## config.mk

```make
export PLATFORM = sky130hd
export DESIGN_NAME = ascii_length_prefix_deframer
export DESIGN_NICKNAME = d
export VERILOG_FILES = /design/src/rtl/alpd_pkg.sv /design/src/rtl/ascii_length_prefix_deframer.sv
export SDC_FILE = /design/constraint.sdc
export NUM_CORES = 1
export LEC_CHECK = 0
export ABC_AREA = 1
export CAP_MARGIN = 10
export CORE_MARGIN = 1
export CORE_UTILIZATION = 40
export DETAILED_ROUTE_END_ITERATION = 6
export DONT_BUFFER_PORTS = 1
export GPL_ROUTABILITY_DRIVEN = 0
export PLACE_DENSITY = 0.58
export SYNTH_ARGS = -nofsm -noshare
export SYNTH_HDL_FRONTEND = slang
export SYNTH_SLANG_ARGS = --single-unit
```

## constraint.sdc

```tcl
create_clock -name clk_i -period 7.4 [get_ports clk_i]
set_input_delay 0.37 -clock clk_i [delete_from_list [all_inputs] [get_ports clk_i]]
set_output_delay 0.37 -clock clk_i [all_outputs]
set_load 0.005 [all_outputs]
```

## src/rtl/alpd_pkg.sv

```systemverilog
// Package for the ASCII length-prefixed deframer: widths, constants and result codes.
`timescale 1ns / 1ps
package alpd_pkg;

  localparam int unsigned HeaderDigits = 4;
  localparam int unsigned DigitCntW    = $clog2(HeaderDigits + 1);
  localparam int unsigned SegW         = 14;
  localparam int unsigned FullW        = SegW + 1;
  localparam int unsigned ProdW        = SegW + 4;
  localparam int unsigned ByteW        = 8;

  localparam logic [SegW-1:0]  SegSizeReset = SegW'(1024);
  localparam logic [SegW-1:0]  AccMax       = {SegW{1'b1}};
  localparam logic [ByteW-1:0] AsciiZero    = 8'h30;
  localparam logic [ByteW-1:0] AsciiNine    = 8'h39;

  typedef enum logic [1:0] {
    ERR_NONE   = 2'd0,
    ERR_DIGIT  = 2'd1,
    ERR_LENGTH = 2'd2
  } err_e;

endpackage

```

## src/rtl/ascii_length_prefix_deframer.sv

```systemverilog
// Top level of the ASCII length-prefixed deframer: header parse, payload count, result register.
//
//  channel    | handshake                  | payload
//  -----------+----------------------------+------------------------------------------
//  rx in      | rx_byte_valid_i / _ready_o | rx_byte_i
//  result out | out_valid_o / out_ready_i  | payload_byte_o, message_end_o, fault_code_o
//  config     | cfg_we_i (no wait)         | cfg_wdata_i (segment_size)
//
// One beat per cycle while the output is not stalled: each byte is parsed in the
// cycle it is accepted and its result, if any, lands in the output register at that edge.
// The header digit step is one multiply-by-ten and add into a saturating
// accumulator; the payload step is one decrement.
// rx_byte_ready_o is high while the output register is empty or being drained.
// Reset puts the block in header hunting with segment_size at 1024.
`timescale 1ns / 1ps
module ascii_length_prefix_deframer (
  input  logic                       clk_i,
  input  logic                       rst_ni,
  input  logic                       cfg_we_i,
  input  logic [alpd_pkg::SegW-1:0]  cfg_wdata_i,
  input  logic                       rx_byte_valid_i,
  output logic                       rx_byte_ready_o,
  input  logic [alpd_pkg::ByteW-1:0] rx_byte_i,
  output logic                       out_valid_o,
  input  logic                       out_ready_i,
  output logic [alpd_pkg::ByteW-1:0] payload_byte_o,
  output logic                       message_end_o,
  output logic [1:0]                 fault_code_o
);
  import alpd_pkg::*;

  logic [SegW-1:0]      seg_size_q;
  logic                 in_payload_q, in_payload_d;
  logic [DigitCntW-1:0] digits_q, digits_d;
  logic [SegW-1:0]      acc_q, acc_d;
  logic [SegW-1:0]      remain_q, remain_d;
  logic                 final_q, final_d;

  logic                 out_valid_q;
  logic [ByteW-1:0]     out_byte_q, out_byte_d;
  logic                 out_end_q, out_end_d;
  err_e                 out_err_q, out_err_d;
  logic                 emit;

  logic                 in_accept;
  logic                 is_digit;
  logic [ProdW-1:0]     acc_next;
  logic [SegW-1:0]      acc_sat;
  logic [FullW-1:0]     full_len;
  logic [SegW-1:0]      remain_dec;

  assign rx_byte_ready_o = !out_valid_q || out_ready_i;
  assign in_accept       = rx_byte_valid_i && rx_byte_ready_o;

  assign is_digit   = (rx_byte_i >= AsciiZero) && (rx_byte_i <= AsciiNine);
  assign acc_next   = (ProdW'(acc_q) << 3) + (ProdW'(acc_q) << 1)
                    + ProdW'(rx_byte_i - AsciiZero);
  assign acc_sat    = (acc_next > ProdW'(AccMax)) ? AccMax : acc_next[SegW-1:0];
  assign full_len   = FullW'(seg_size_q) + FullW'(1);
  assign remain_dec = (remain_q != '0) ? remain_q - SegW'(1) : remain_q;

  always_comb begin
    in_payload_d = in_payload_q;
    digits_d     = digits_q;
    acc_d        = acc_q;
    remain_d     = remain_q;
    final_d      = final_q;
    emit         = 1'b0;
    out_byte_d   = '0;
    out_end_d    = 1'b0;
    out_err_d    = ERR_NONE;
    if (in_payload_q) begin
      emit       = 1'b1;
      out_byte_d = rx_byte_i;
      remain_d   = remain_dec;
      out_end_d  = (remain_dec == '0) && final_q;
      if (remain_dec == '0) begin
        in_payload_d = 1'b0;
        digits_d     = '0;
        acc_d        = '0;
      end
    end else if (!is_digit) begin
      // drop the byte and hunt for a new header
      emit      = 1'b1;
      out_err_d = ERR_DIGIT;
      digits_d  = '0;
      acc_d     = '0;
    end else if (digits_q != DigitCntW'(HeaderDigits - 1)) begin
      digits_d = digits_q + DigitCntW'(1);
      acc_d    = acc_sat;
    end else begin
      // last header digit: check the length and arm the payload count
      digits_d = '0;
      acc_d    = '0;
      if (acc_sat == '0 || FullW'(acc_sat) > full_len) begin
        emit      = 1'b1;
        out_err_d = ERR_LENGTH;
      end else if (FullW'(acc_sat) == full_len) begin
        final_d      = 1'b0;
        remain_d     = seg_size_q;
        in_payload_d = (seg_size_q != '0);
      end else begin
        final_d      = 1'b1;
        remain_d     = acc_sat;
        in_payload_d = 1'b1;
      end
    end
  end

  always_ff @(posedge clk_i or negedge rst_ni) begin
    if (!rst_ni) begin
      seg_size_q   <= SegSizeReset;
      in_payload_q <= 1'b0;
      digits_q     <= '0;
      acc_q        <= '0;
      remain_q     <= '0;
      final_q      <= 1'b0;
      out_valid_q  <= 1'b0;
    end else begin
      if (cfg_we_i) begin
        seg_size_q <= cfg_wdata_i;
      end
      if (in_accept) begin
        in_payload_q <= in_payload_d;
        digits_q     <= digits_d;
        acc_q        <= acc_d;
        remain_q     <= remain_d;
        final_q      <= final_d;
      end
      if (rx_byte_ready_o) begin
        out_valid_q <= in_accept && emit;
      end
    end
  end

  always_ff @(posedge clk_i) begin
    if (in_accept && emit) begin
      out_byte_q <= out_byte_d;
      out_end_q  <= out_end_d;
      out_err_q  <= out_err_d;
    end
  end

  assign out_valid_o    = out_valid_q;
  assign payload_byte_o = out_byte_q;
  assign message_end_o  = out_end_q;
  assign fault_code_o   = out_err_q;

  a_err_clean: assert property (@(posedge clk_i) disable iff (!rst_ni)
    out_valid_q && out_err_q != ERR_NONE |-> out_byte_q == '0 && !out_end_q)
    else $error("error result carries payload data");

  a_digits_range: assert property (@(posedge clk_i) disable iff (!rst_ni)
    digits_q < DigitCntW'(HeaderDigits))
    else $error("header digit count out of range");

  a_payload_count: assert property (@(posedge clk_i) disable iff (!rst_ni)
    in_payload_q |-> remain_q != '0)
    else $error("payload phase with nothing left to count");

  a_last_byte: assert property (@(posedge clk_i) disable iff (!rst_ni)
    in_accept && in_payload_q && remain_q == SegW'(1) && final_q
    |=> out_valid_q && out_end_q && out_err_q == ERR_NONE)
    else $error("last byte of final segment not flagged");

  a_no_mid_header_result: assert property (@(posedge clk_i) disable iff (!rst_ni)
    in_accept && !in_payload_q && is_digit && digits_q != DigitCntW'(HeaderDigits - 1)
    |=> !out_valid_q)
    else $error("result produced by a mid-header digit");

endmodule

```

==> results of run 1 <==
cells in the mapped netlist, types with 2 or more instances:
cell type and number:
nand2_1 222, a21boi_0 2, clkbuf_1 10, o21ai_0 47
buf_2 2, nor4_1 7, edfxtp_1 11, xor2_1 22
nand2_2 5, o21a_1 2, inv_2 5, nand3b_1 2
dfrtp_1 47, fa_1 13, buf_4 2, nor3_1 10
o31ai_1 8, o211ai_1 9, nand3_1 42, a21oi_1 18
nor2_1 57, nand3_2 5, ha_1 33, a31oi_1 3
nand2_4 2, nand4_1 17, xnor2_1 6, inv_1 111
stage by stage:
stage | total power, mW | std cells | instance area (µm²) | setup slack (ps) | hold slack [ps]
2_1_floorplan | 1.023 | 736 | 5161 | 2509 | 74.41
3_3_place_gp | 1.186 | 893 | 5303 | 1495 | 75.91
3_5_place_dp | 1.199 | 893 | 5303 | 1362 | 75.83
4_1_cts | 1.602 | 911 | 5618 | 1664 | 112.1
5_1_grt | 1.736 | 911 | 5618 | 1055 | 133.3
6_report | 1.601 | 911 | 5618 | 1567 | 115.2
worst max-delay path, delay by kind of cell:
family / cells / cell delay, ps
fa+ha+maj: 4 / 1500
compound gates: 1 / 110
buf+inv: 4 / 570
simple gates: 21 / 3310
sequential cells by signal, indices dropped and copies added, names as in the netlist:
register / count
acc_q: 14
digits_q: 3
fault_code_o: 2
final_q: 1
in_payload_q: 1
message_end_o: 1
out_valid_o: 1
payload_byte_o: 8
remain_q: 14
seg_size_q: 14
cells by family after synthesis:
family	Yosys count	synth area share, %
DFF	59	29.70
AOI/OAI and AO/OA	95	10.55
and+or+nand+nor	377	32.10
buffers and inverters	131	9.867
xor gates and xnor gates	28	4.751
adders and majority gates	46	13.04
worst min-delay path by stage:
stage / cells after the start / startpoint / endpoint / slack (ps)
final: 1 / cfg_we_i / seg_size_q[10] / 120
after global routing: 1 / cfg_we_i / seg_size_q[12] / 130
after CTS: 1 / cfg_we_i / seg_size_q[10] / 110
after detailed placement: 0 / rst_ni / out_valid_o / 80
after global placement: 0 / rst_ni / digits_q[2] / 80
after floorplan: 0 / rst_ni / acc_q[0] / 70
repair_timing:
action | in CTS | in global routing
buffers inserted | 0 | 0
hold buffers | 2 | 0
resized for setup | 0 | 0
endpoints found under the hold margin | 48 | 0
endpoints found under the setup margin | 0 | 0
cells in the final DEF (no fill, tap or decap), types with 2 or more instances in the layout:
| cell type | n |
|---|---|
| a21boi_0 | 2 |
| a21oi_1 | 18 |
| a31oi_1 | 3 |
| clkbuf_16 | 9 |
| clkinv_2 | 2 |
| clkinv_4 | 2 |
| dfrtp_1 | 47 |
| edfxtp_1 | 11 |
| fa_1 | 13 |
| ha_1 | 33 |
| inv_1 | 111 |
| inv_2 | 5 |
| inv_6 | 2 |
| nand2_1 | 222 |
| nand2_2 | 5 |
| nand2_4 | 2 |
| nand3_1 | 42 |
| nand3_2 | 5 |
| nand3b_1 | 2 |
| nand4_1 | 17 |
| nor2_1 | 57 |
| nor3_1 | 10 |
| nor4_1 | 7 |
| o211ai_1 | 9 |
| o21a_1 | 2 |
| o21ai_0 | 47 |
| o31ai_1 | 8 |
| xnor2_1 | 6 |
| xor2_1 | 22 |
layout make-up:
| class | instances | area [µm²] |
|---|---|---|
| fillers | 1358 | 7002 |
| multi-input cells | 546 | 3119 |
| flip-flops and latches | 59 | 1533 |
| inverters | 116 | 435.4 |
| clock buffers | 9 | 225.2 |
| well taps | 172 | 215.2 |
| clock inverters | 7 | 52.55 |
| repair buffers | 2 | 37.54 |
power breakdown:
part           internal (mW)  total (mW)  switching (mW)  leakage [nW]
clock                  0.228       0.391           0.163         0.136
sequential             0.398       0.478          0.0804         0.716
combinational          0.247       0.731           0.484          2.02
total                  0.873        1.60           0.728          2.87
per-layer routing:
layer	vias to the layer above	share of wire [%]
li1	2370	-
met1	2204	47
met2	128	46
met3	23	4.1
met4	0	2.3
met5	-	0
==> implementation parameters, run 1 <==
Parameter                              Value

Setup path
  Crit-path slowest cell ... nor2_1
  Crit path capture type ... register
  Cell seen most often among critical-path stages ... nand2_1
  Largest fanout on the critical path ... 17
  Number of cells on the worst reg-to-reg path ... 27
  Required time reported for the critical path endpoint ... 7440 ps
  R2r startpoint ... acc_q[0]
  Worst Setup SP ... rx_byte_i[4]
  End of the critical path ... message_end_o
  Reg2Reg Capture Point ... message_end_o
  Worst path max stage delay ... 670 ps
  Critical path class ... input pin to register
  Worst setup slack for register-to-register paths ... 2010 ps
  Arrival time worst endpoint ... between 5000 and 6000 ps
  Kind of start point of the critical path ... input pin

Synth
  Number of flops mapped to enable cells by yosys ... 11
  Proportion of synthesized chip area in sequential cells ... 29.70%
  Ys Warns ... 0
  Cell taking the most area after synthesis ... dfrtp_1
  Fraction of registers with async set or reset after synthesis ... between 80 and 90%
  Post-synthesis register bit count ... between 50 and 60
  Netlist cell types ... 44
  Synthesized Nets ... 809
  Count of mapped cells out of synthesis ... 736
  Netlist Area Pre-Place ... 5161 µm²
  Largest cells by area after synthesis ... dfrtp_1 23%, nand2_1 16%, inv_1 8.1%, ha_1 8.0%, edfxtp_1 6.4%
  Mean cell area of the mapped netlist ... 7.013 µm²
  Most instantiated flip-flop cell in the synthesis netlist ... dfrtp_1
  Fraction of synthesized cell area taken by the top area cell type ... 22.79%

Routing
  Final ANT Viol Nets ... 0
  Number of iterations in the first detailed-routing pass ... 5
  Average via count per standard cell ... 5.187
  Total number of vias ... between 4000 and 5000
  Aggregate routed wire length ... ~13000 µm
  Mean routed wirelength per cell ... 14.78 µm
  Post-route DRC violation count ... 0
  Drt first-iter violations ... between 300 and 400

Clock tree
  Clock Root Buffer ... clkbuf_16
  Clock Sinks ... 59
  Clk Latency, worst-skew pair ... 340 ps
  Inserted Clock Buffers ... 9
  CTS tree ... built
  Htree depth ... 3
  Number of buffers on the longest clock path ... 2
  CTS clock-pin slew for the worst setup and hold paths ... ~60 ps

Timing
  Final setup skew ... ~9 ps
  Max Freq ... roughly 170 MHz
  Final hold vios ... 0
  Unrepaired setup endpoints after global routing ... no
  Slew at the pin closest to its max-slew limit ... 1170 ps
  Post-route clock period utilization ... between 70% and 80%
  Post-route setup TNS ... 0 ps
  Count of pins over their slew limit ... 0
  Worst slew margin relative to its limit ... a little over a fifth
  Setup violations, final ... 0
  Final Critical Period ... between 5000 and 6000 ps

GRT
  GR met2 Demand/Resource ... 34.65%
  Vias in the first global route ... 4463
  Total global-route track usage ... 21.59%
  Busiest layer in global routing ... met2
  Met1 Usage GRT ... 29.30%
  Residual overflow from global routing ... 0
  First-pass GRT wire length ... 22260 µm
  Antenna violations before repair ... 0
  Global routing usage on met3 ... 3.556%
  Largest net degree at the start of global routing ... 49

Die
  I/O pin count ... 40
  Starting density of the core ... 40.90%
  Area of the core ... approximately 13000 µm²
  Vert. Die Dim ... approximately 120 µm
  DIE AREA ... between 10000 and 15000 µm²
  Standard-cell row count ... 41
  Die X-Extent ... 115.6 µm

Cells and area
  Total number of nets in the final design ... a little over 800
  Core Util, Final ... 44.52%
  Antenna fix cells ... 0
  Fraction of final layout cells with drive strength greater than 1 ... ~5.4%
  Area Overhead vs Synth ... 8.849%

Pwr
  Leakage power total ... 2.874 nW
  Max VDD drop ... 0.1136 mV
  Cell Pwr Density ... 285.0 nW/µm²

Worst hold path
  Worst hold-check path type ... input pin to register

Outcome
  Outcome ... completed

Placed design
  Count of input and output buffers ... 0
  HPWL after DPL ... 10720 µm

Job
  Max capacitance violation total ... 0
Note: power is estimated with default switching activity, not from simulation.
==> inputs of run 2 (changes only) <==
==> constraint.sdc (replaced) <==
create_clock -name clk_i -period 5.5 [get_ports clk_i]
set_input_delay 0.275 -clock clk_i [delete_from_list [all_inputs] [get_ports clk_i]]
set_output_delay 0.275 -clock clk_i [all_outputs]
set_load 0.005 [all_outputs]
==> implementation parameters, run 2 (synthesis gave the netlist of run 1 again) <==
Parameter                              Value

Pwr
  Combinational share of power ... 43.6% (-2.1 points)
  Sequential share of power ... 28.2% (-1.7 points)
  Cell Pwr Density ... 397.2 nW/µm² (+39%)
  Switching share of total power ... 42.15% (-3.3 points)
  Switching component of the power ... 0.9548 mW (+31%)
  Max VDD drop ... 0.1476 mV (+30%)
  Clock group share of total power ... 28.1% (+3.7 points)
  Internal power consumption ... 1.310 mW (+50%)
  Leakage power total ... 2.922 nW (+1.7%)

Clock tree
  Postcts setup bufs ... 0 (unchanged)
  Clock Root Buffer ... clkbuf_16
  CTS tree ... built
  Number of buffers on the longest clock path ... 2 (unchanged)
  Clock Sinks ... 59 (unchanged)
  Clk Latency, worst-skew pair ... 330 ps (about the same)
  CTS clock-pin slew for the worst setup and hold paths ... 50 ps (about the same)
  Hold-fix buffer count after cts ... 2 (unchanged)
  Htree depth ... 3 (unchanged)
  Resized cells post-CTS ... 0 (unchanged)
  Inserted Clock Buffers ... 9 (unchanged)

Cells and area
  Number of non-filler instances in the completed layout ... 915 (+0.44%)
  Fraction of final layout cells with drive strength greater than 1 ... 5.653% (+0.24 points)
  Most common library cell in the layout ignoring fill and taps ... nand2_1
  Area Overhead vs Synth ... 10.50%
  Total number of nets in the final design ... 811 (+0.50%)
  Antenna fix cells ... 0 (unchanged)
  Largest registers ... acc_q (14), remain_q (14), seg_size_q (14)
  Fin area ... 5703 µm² (+1.5%)
  Commonest cells after routing, fill and taps aside ... 222 x nand2_1, 111 x inv_1, 57 x nor2_1

Die
  I/O pin count ... 40 (unchanged)
  Area of the core ... 12620 µm² (unchanged)
  DIE AREA ... 13360 µm² (unchanged)
  Starting density of the core ... 40.90% (unchanged)
  Vert. Die Dim ... 115.6 µm (unchanged)
  Die X-Extent ... 115.6 µm (unchanged)
  Standard-cell row count ... 41 (unchanged)

Placed design
  Count of input and output buffers ... 0 (unchanged)
  Worst slack after detailed placement ... 440.1 ps (-922.1 ps)
  # placed instances ... 897 (+0.45%)
  Area of placed instances ... 5333 µm² (+0.57%)
  HPWL after DPL ... 10530 µm (-1.8%)

Setup path
  Arrival time worst endpoint ... 5170 ps (-700 ps)
  Critical path class ... register to register
  Crit. path cell count ... 26 (-13%)
  Largest fanout on the critical path ... 16 (-1)
  Crit path buffers/inverters ... 5 (+1)
  Crit path capture type ... register
  Kind of cell with the highest combined delay on the critical path ... simple AND/OR/NAND/NOR gates
  Required time reported for the critical path endpoint ... 5720 ps (-1720 ps)
  Worst path max stage delay ... 530 ps (-140 ps)
  Number of cells on the worst reg-to-reg path ... 26 (-3.7%)
  Worst setup slack for register-to-register paths ... 540 ps (-1470 ps)
  Cell seen most often among critical-path stages ... nand3_1
  Kind of start point of the critical path ... register
  Crit-path slowest cell ... fa_1

Timing
  Max Freq ... 201.8 MHz
  Final Critical Period ... between 4000 and 5000 ps
  Final setup skew ... 6.850 ps (-2.183 ps)
  Post-route clock period utilization ... 90.10%
  Post-route setup TNS ... 0 ps (unchanged)
  Unrepaired setup endpoints after global routing ... no
  Slew at the pin closest to its max-slew limit ... 1161 ps (-8.802 ps)
  Worst slew margin relative to its limit ... 22.30% (+0.59 points)
  Count of pins over their slew limit ... 0 (unchanged)
  Setup violations, final ... 0 (unchanged)
  Min setup slack post-route ... 544.3 ps (-1022 ps)
  Final hold vios ... 0 (unchanged)

GRT
  First-pass GRT wire length ... 22650 µm (+1.8%)
  Met1 Usage GRT ... 30.22% (+0.92 points)
  Vias in the first global route ... 4534 (+1.6%)
  Busiest layer in global routing ... met2
  Largest net degree at the start of global routing ... 49 (unchanged)
  GR met2 Demand/Resource ... 34.57% (-0.080 points)
  Antenna violations before repair ... 0 (unchanged)
  Total global-route track usage ... 21.85% (+0.26 points)
  Global routing usage on met3 ... 2.877% (-0.68 points)
  Residual overflow from global routing ... 0 (unchanged)

Routing
  Mean routed wirelength per cell ... 14.55 µm (-1.6%)
  Drt first-iter violations ... 301 (-4.1%)
  Number of iterations in the first detailed-routing pass ... 5 (unchanged)
  Final ANT Viol Nets ... 0 (unchanged)
  Average via count per standard cell ... 5.105 (-1.6%)
  Aggregate routed wire length ... 13320 µm (-1.1%)
  Post-route DRC violation count ... 0 (unchanged)
  Total number of vias ... 4671 (-1.1%)

Worst hold path
  Worst hold-check path type ... input pin to register
  Hold path cells ... 1 (unchanged)

Job
  Max capacitance violation total ... 0 (unchanged)

Outcome
  Outcome ... completed
==> run 2: routing by layer <==
metal | routed length [µm] | vias up | share of wire (%)
met5 | 0 | - | 0
met4 | 270 | 0 | 2.0
met3 | 427 | 20 | 3.2
met2 | 6114 | 86 | 46
met1 | 6504 | 2188 | 49
li1 | - | 2377 | -
==> run 2: worst register-to-register path, cell delays in order (launching register included) <==
cell and delay, ps:
dfrtp_1 430, fa_1 530, inv_1 70, fa_1 460, inv_1 110, nand3_1 70, nand3_1 140, nand3_1 120
nand4_1 90, nand2_1 160, nor2_8 230, nand2_1 190, nor2_1 330, inv_1 80, ha_1 320, nand2_1 100
nor2_1 130, nand3_1 80, inv_1 80, nand3_1 70, nor2_1 110, nand3_2 90, buf_4 200, o211ai_1 290
o21ai_0 160, nand3_1 120, nand2_1 60
==> run 2: metrics by stage <==
step                hold slack, ps  utilization [%]  power [mW]
finish                       20.21            45.19       2.265
global route                 16.78            45.19       2.449
CTS                          11.55            45.19       2.273
detailed placement          -19.64            42.26       1.616
global placement            -19.52            42.26       1.601
floorplan                   -20.59                -       1.376
==> run 2: power by group through the flow <==
| stage | Clock (mW) | Combinational (mW) | Sequential [mW] |
|---|---|---|---|
| after floorplan | 0 | 0.767 | 0.608 |
| after global placement | 0 | 0.955 | 0.646 |
| after detailed placement | 0 | 0.969 | 0.647 |
| after CTS | 0.647 | 0.986 | 0.640 |
| after global routing | 0.666 | 1.13 | 0.656 |
| final | 0.637 | 0.988 | 0.640 |
==> run 2: cell type report <==
cell class / instances / area, µm²
Sequential cell: 59 / 1533
Clock inverter: 6 / 103.9
Tap cell: 172 / 215.2
Clock buffer: 10 / 229.0
Timing Repair Buffer: 6 / 67.56
Inverter: 116 / 435.4
Multi-Input combinational cell: 546 / 3119
Fill cell: 1329 / 6917
==> run 2: final timing paths <==
kind                             startpoint              to
min in group asynchronous            rst_ni     digits_q[2]
worst min-delay path               cfg_we_i  seg_size_q[10]
max in group asynchronous            rst_ni  seg_size_q[10]
worst min register to register  digits_q[1]     digits_q[1]
worst max-delay path               acc_q[2]     remain_q[6]
worst max register to register     acc_q[2]     remain_q[6]
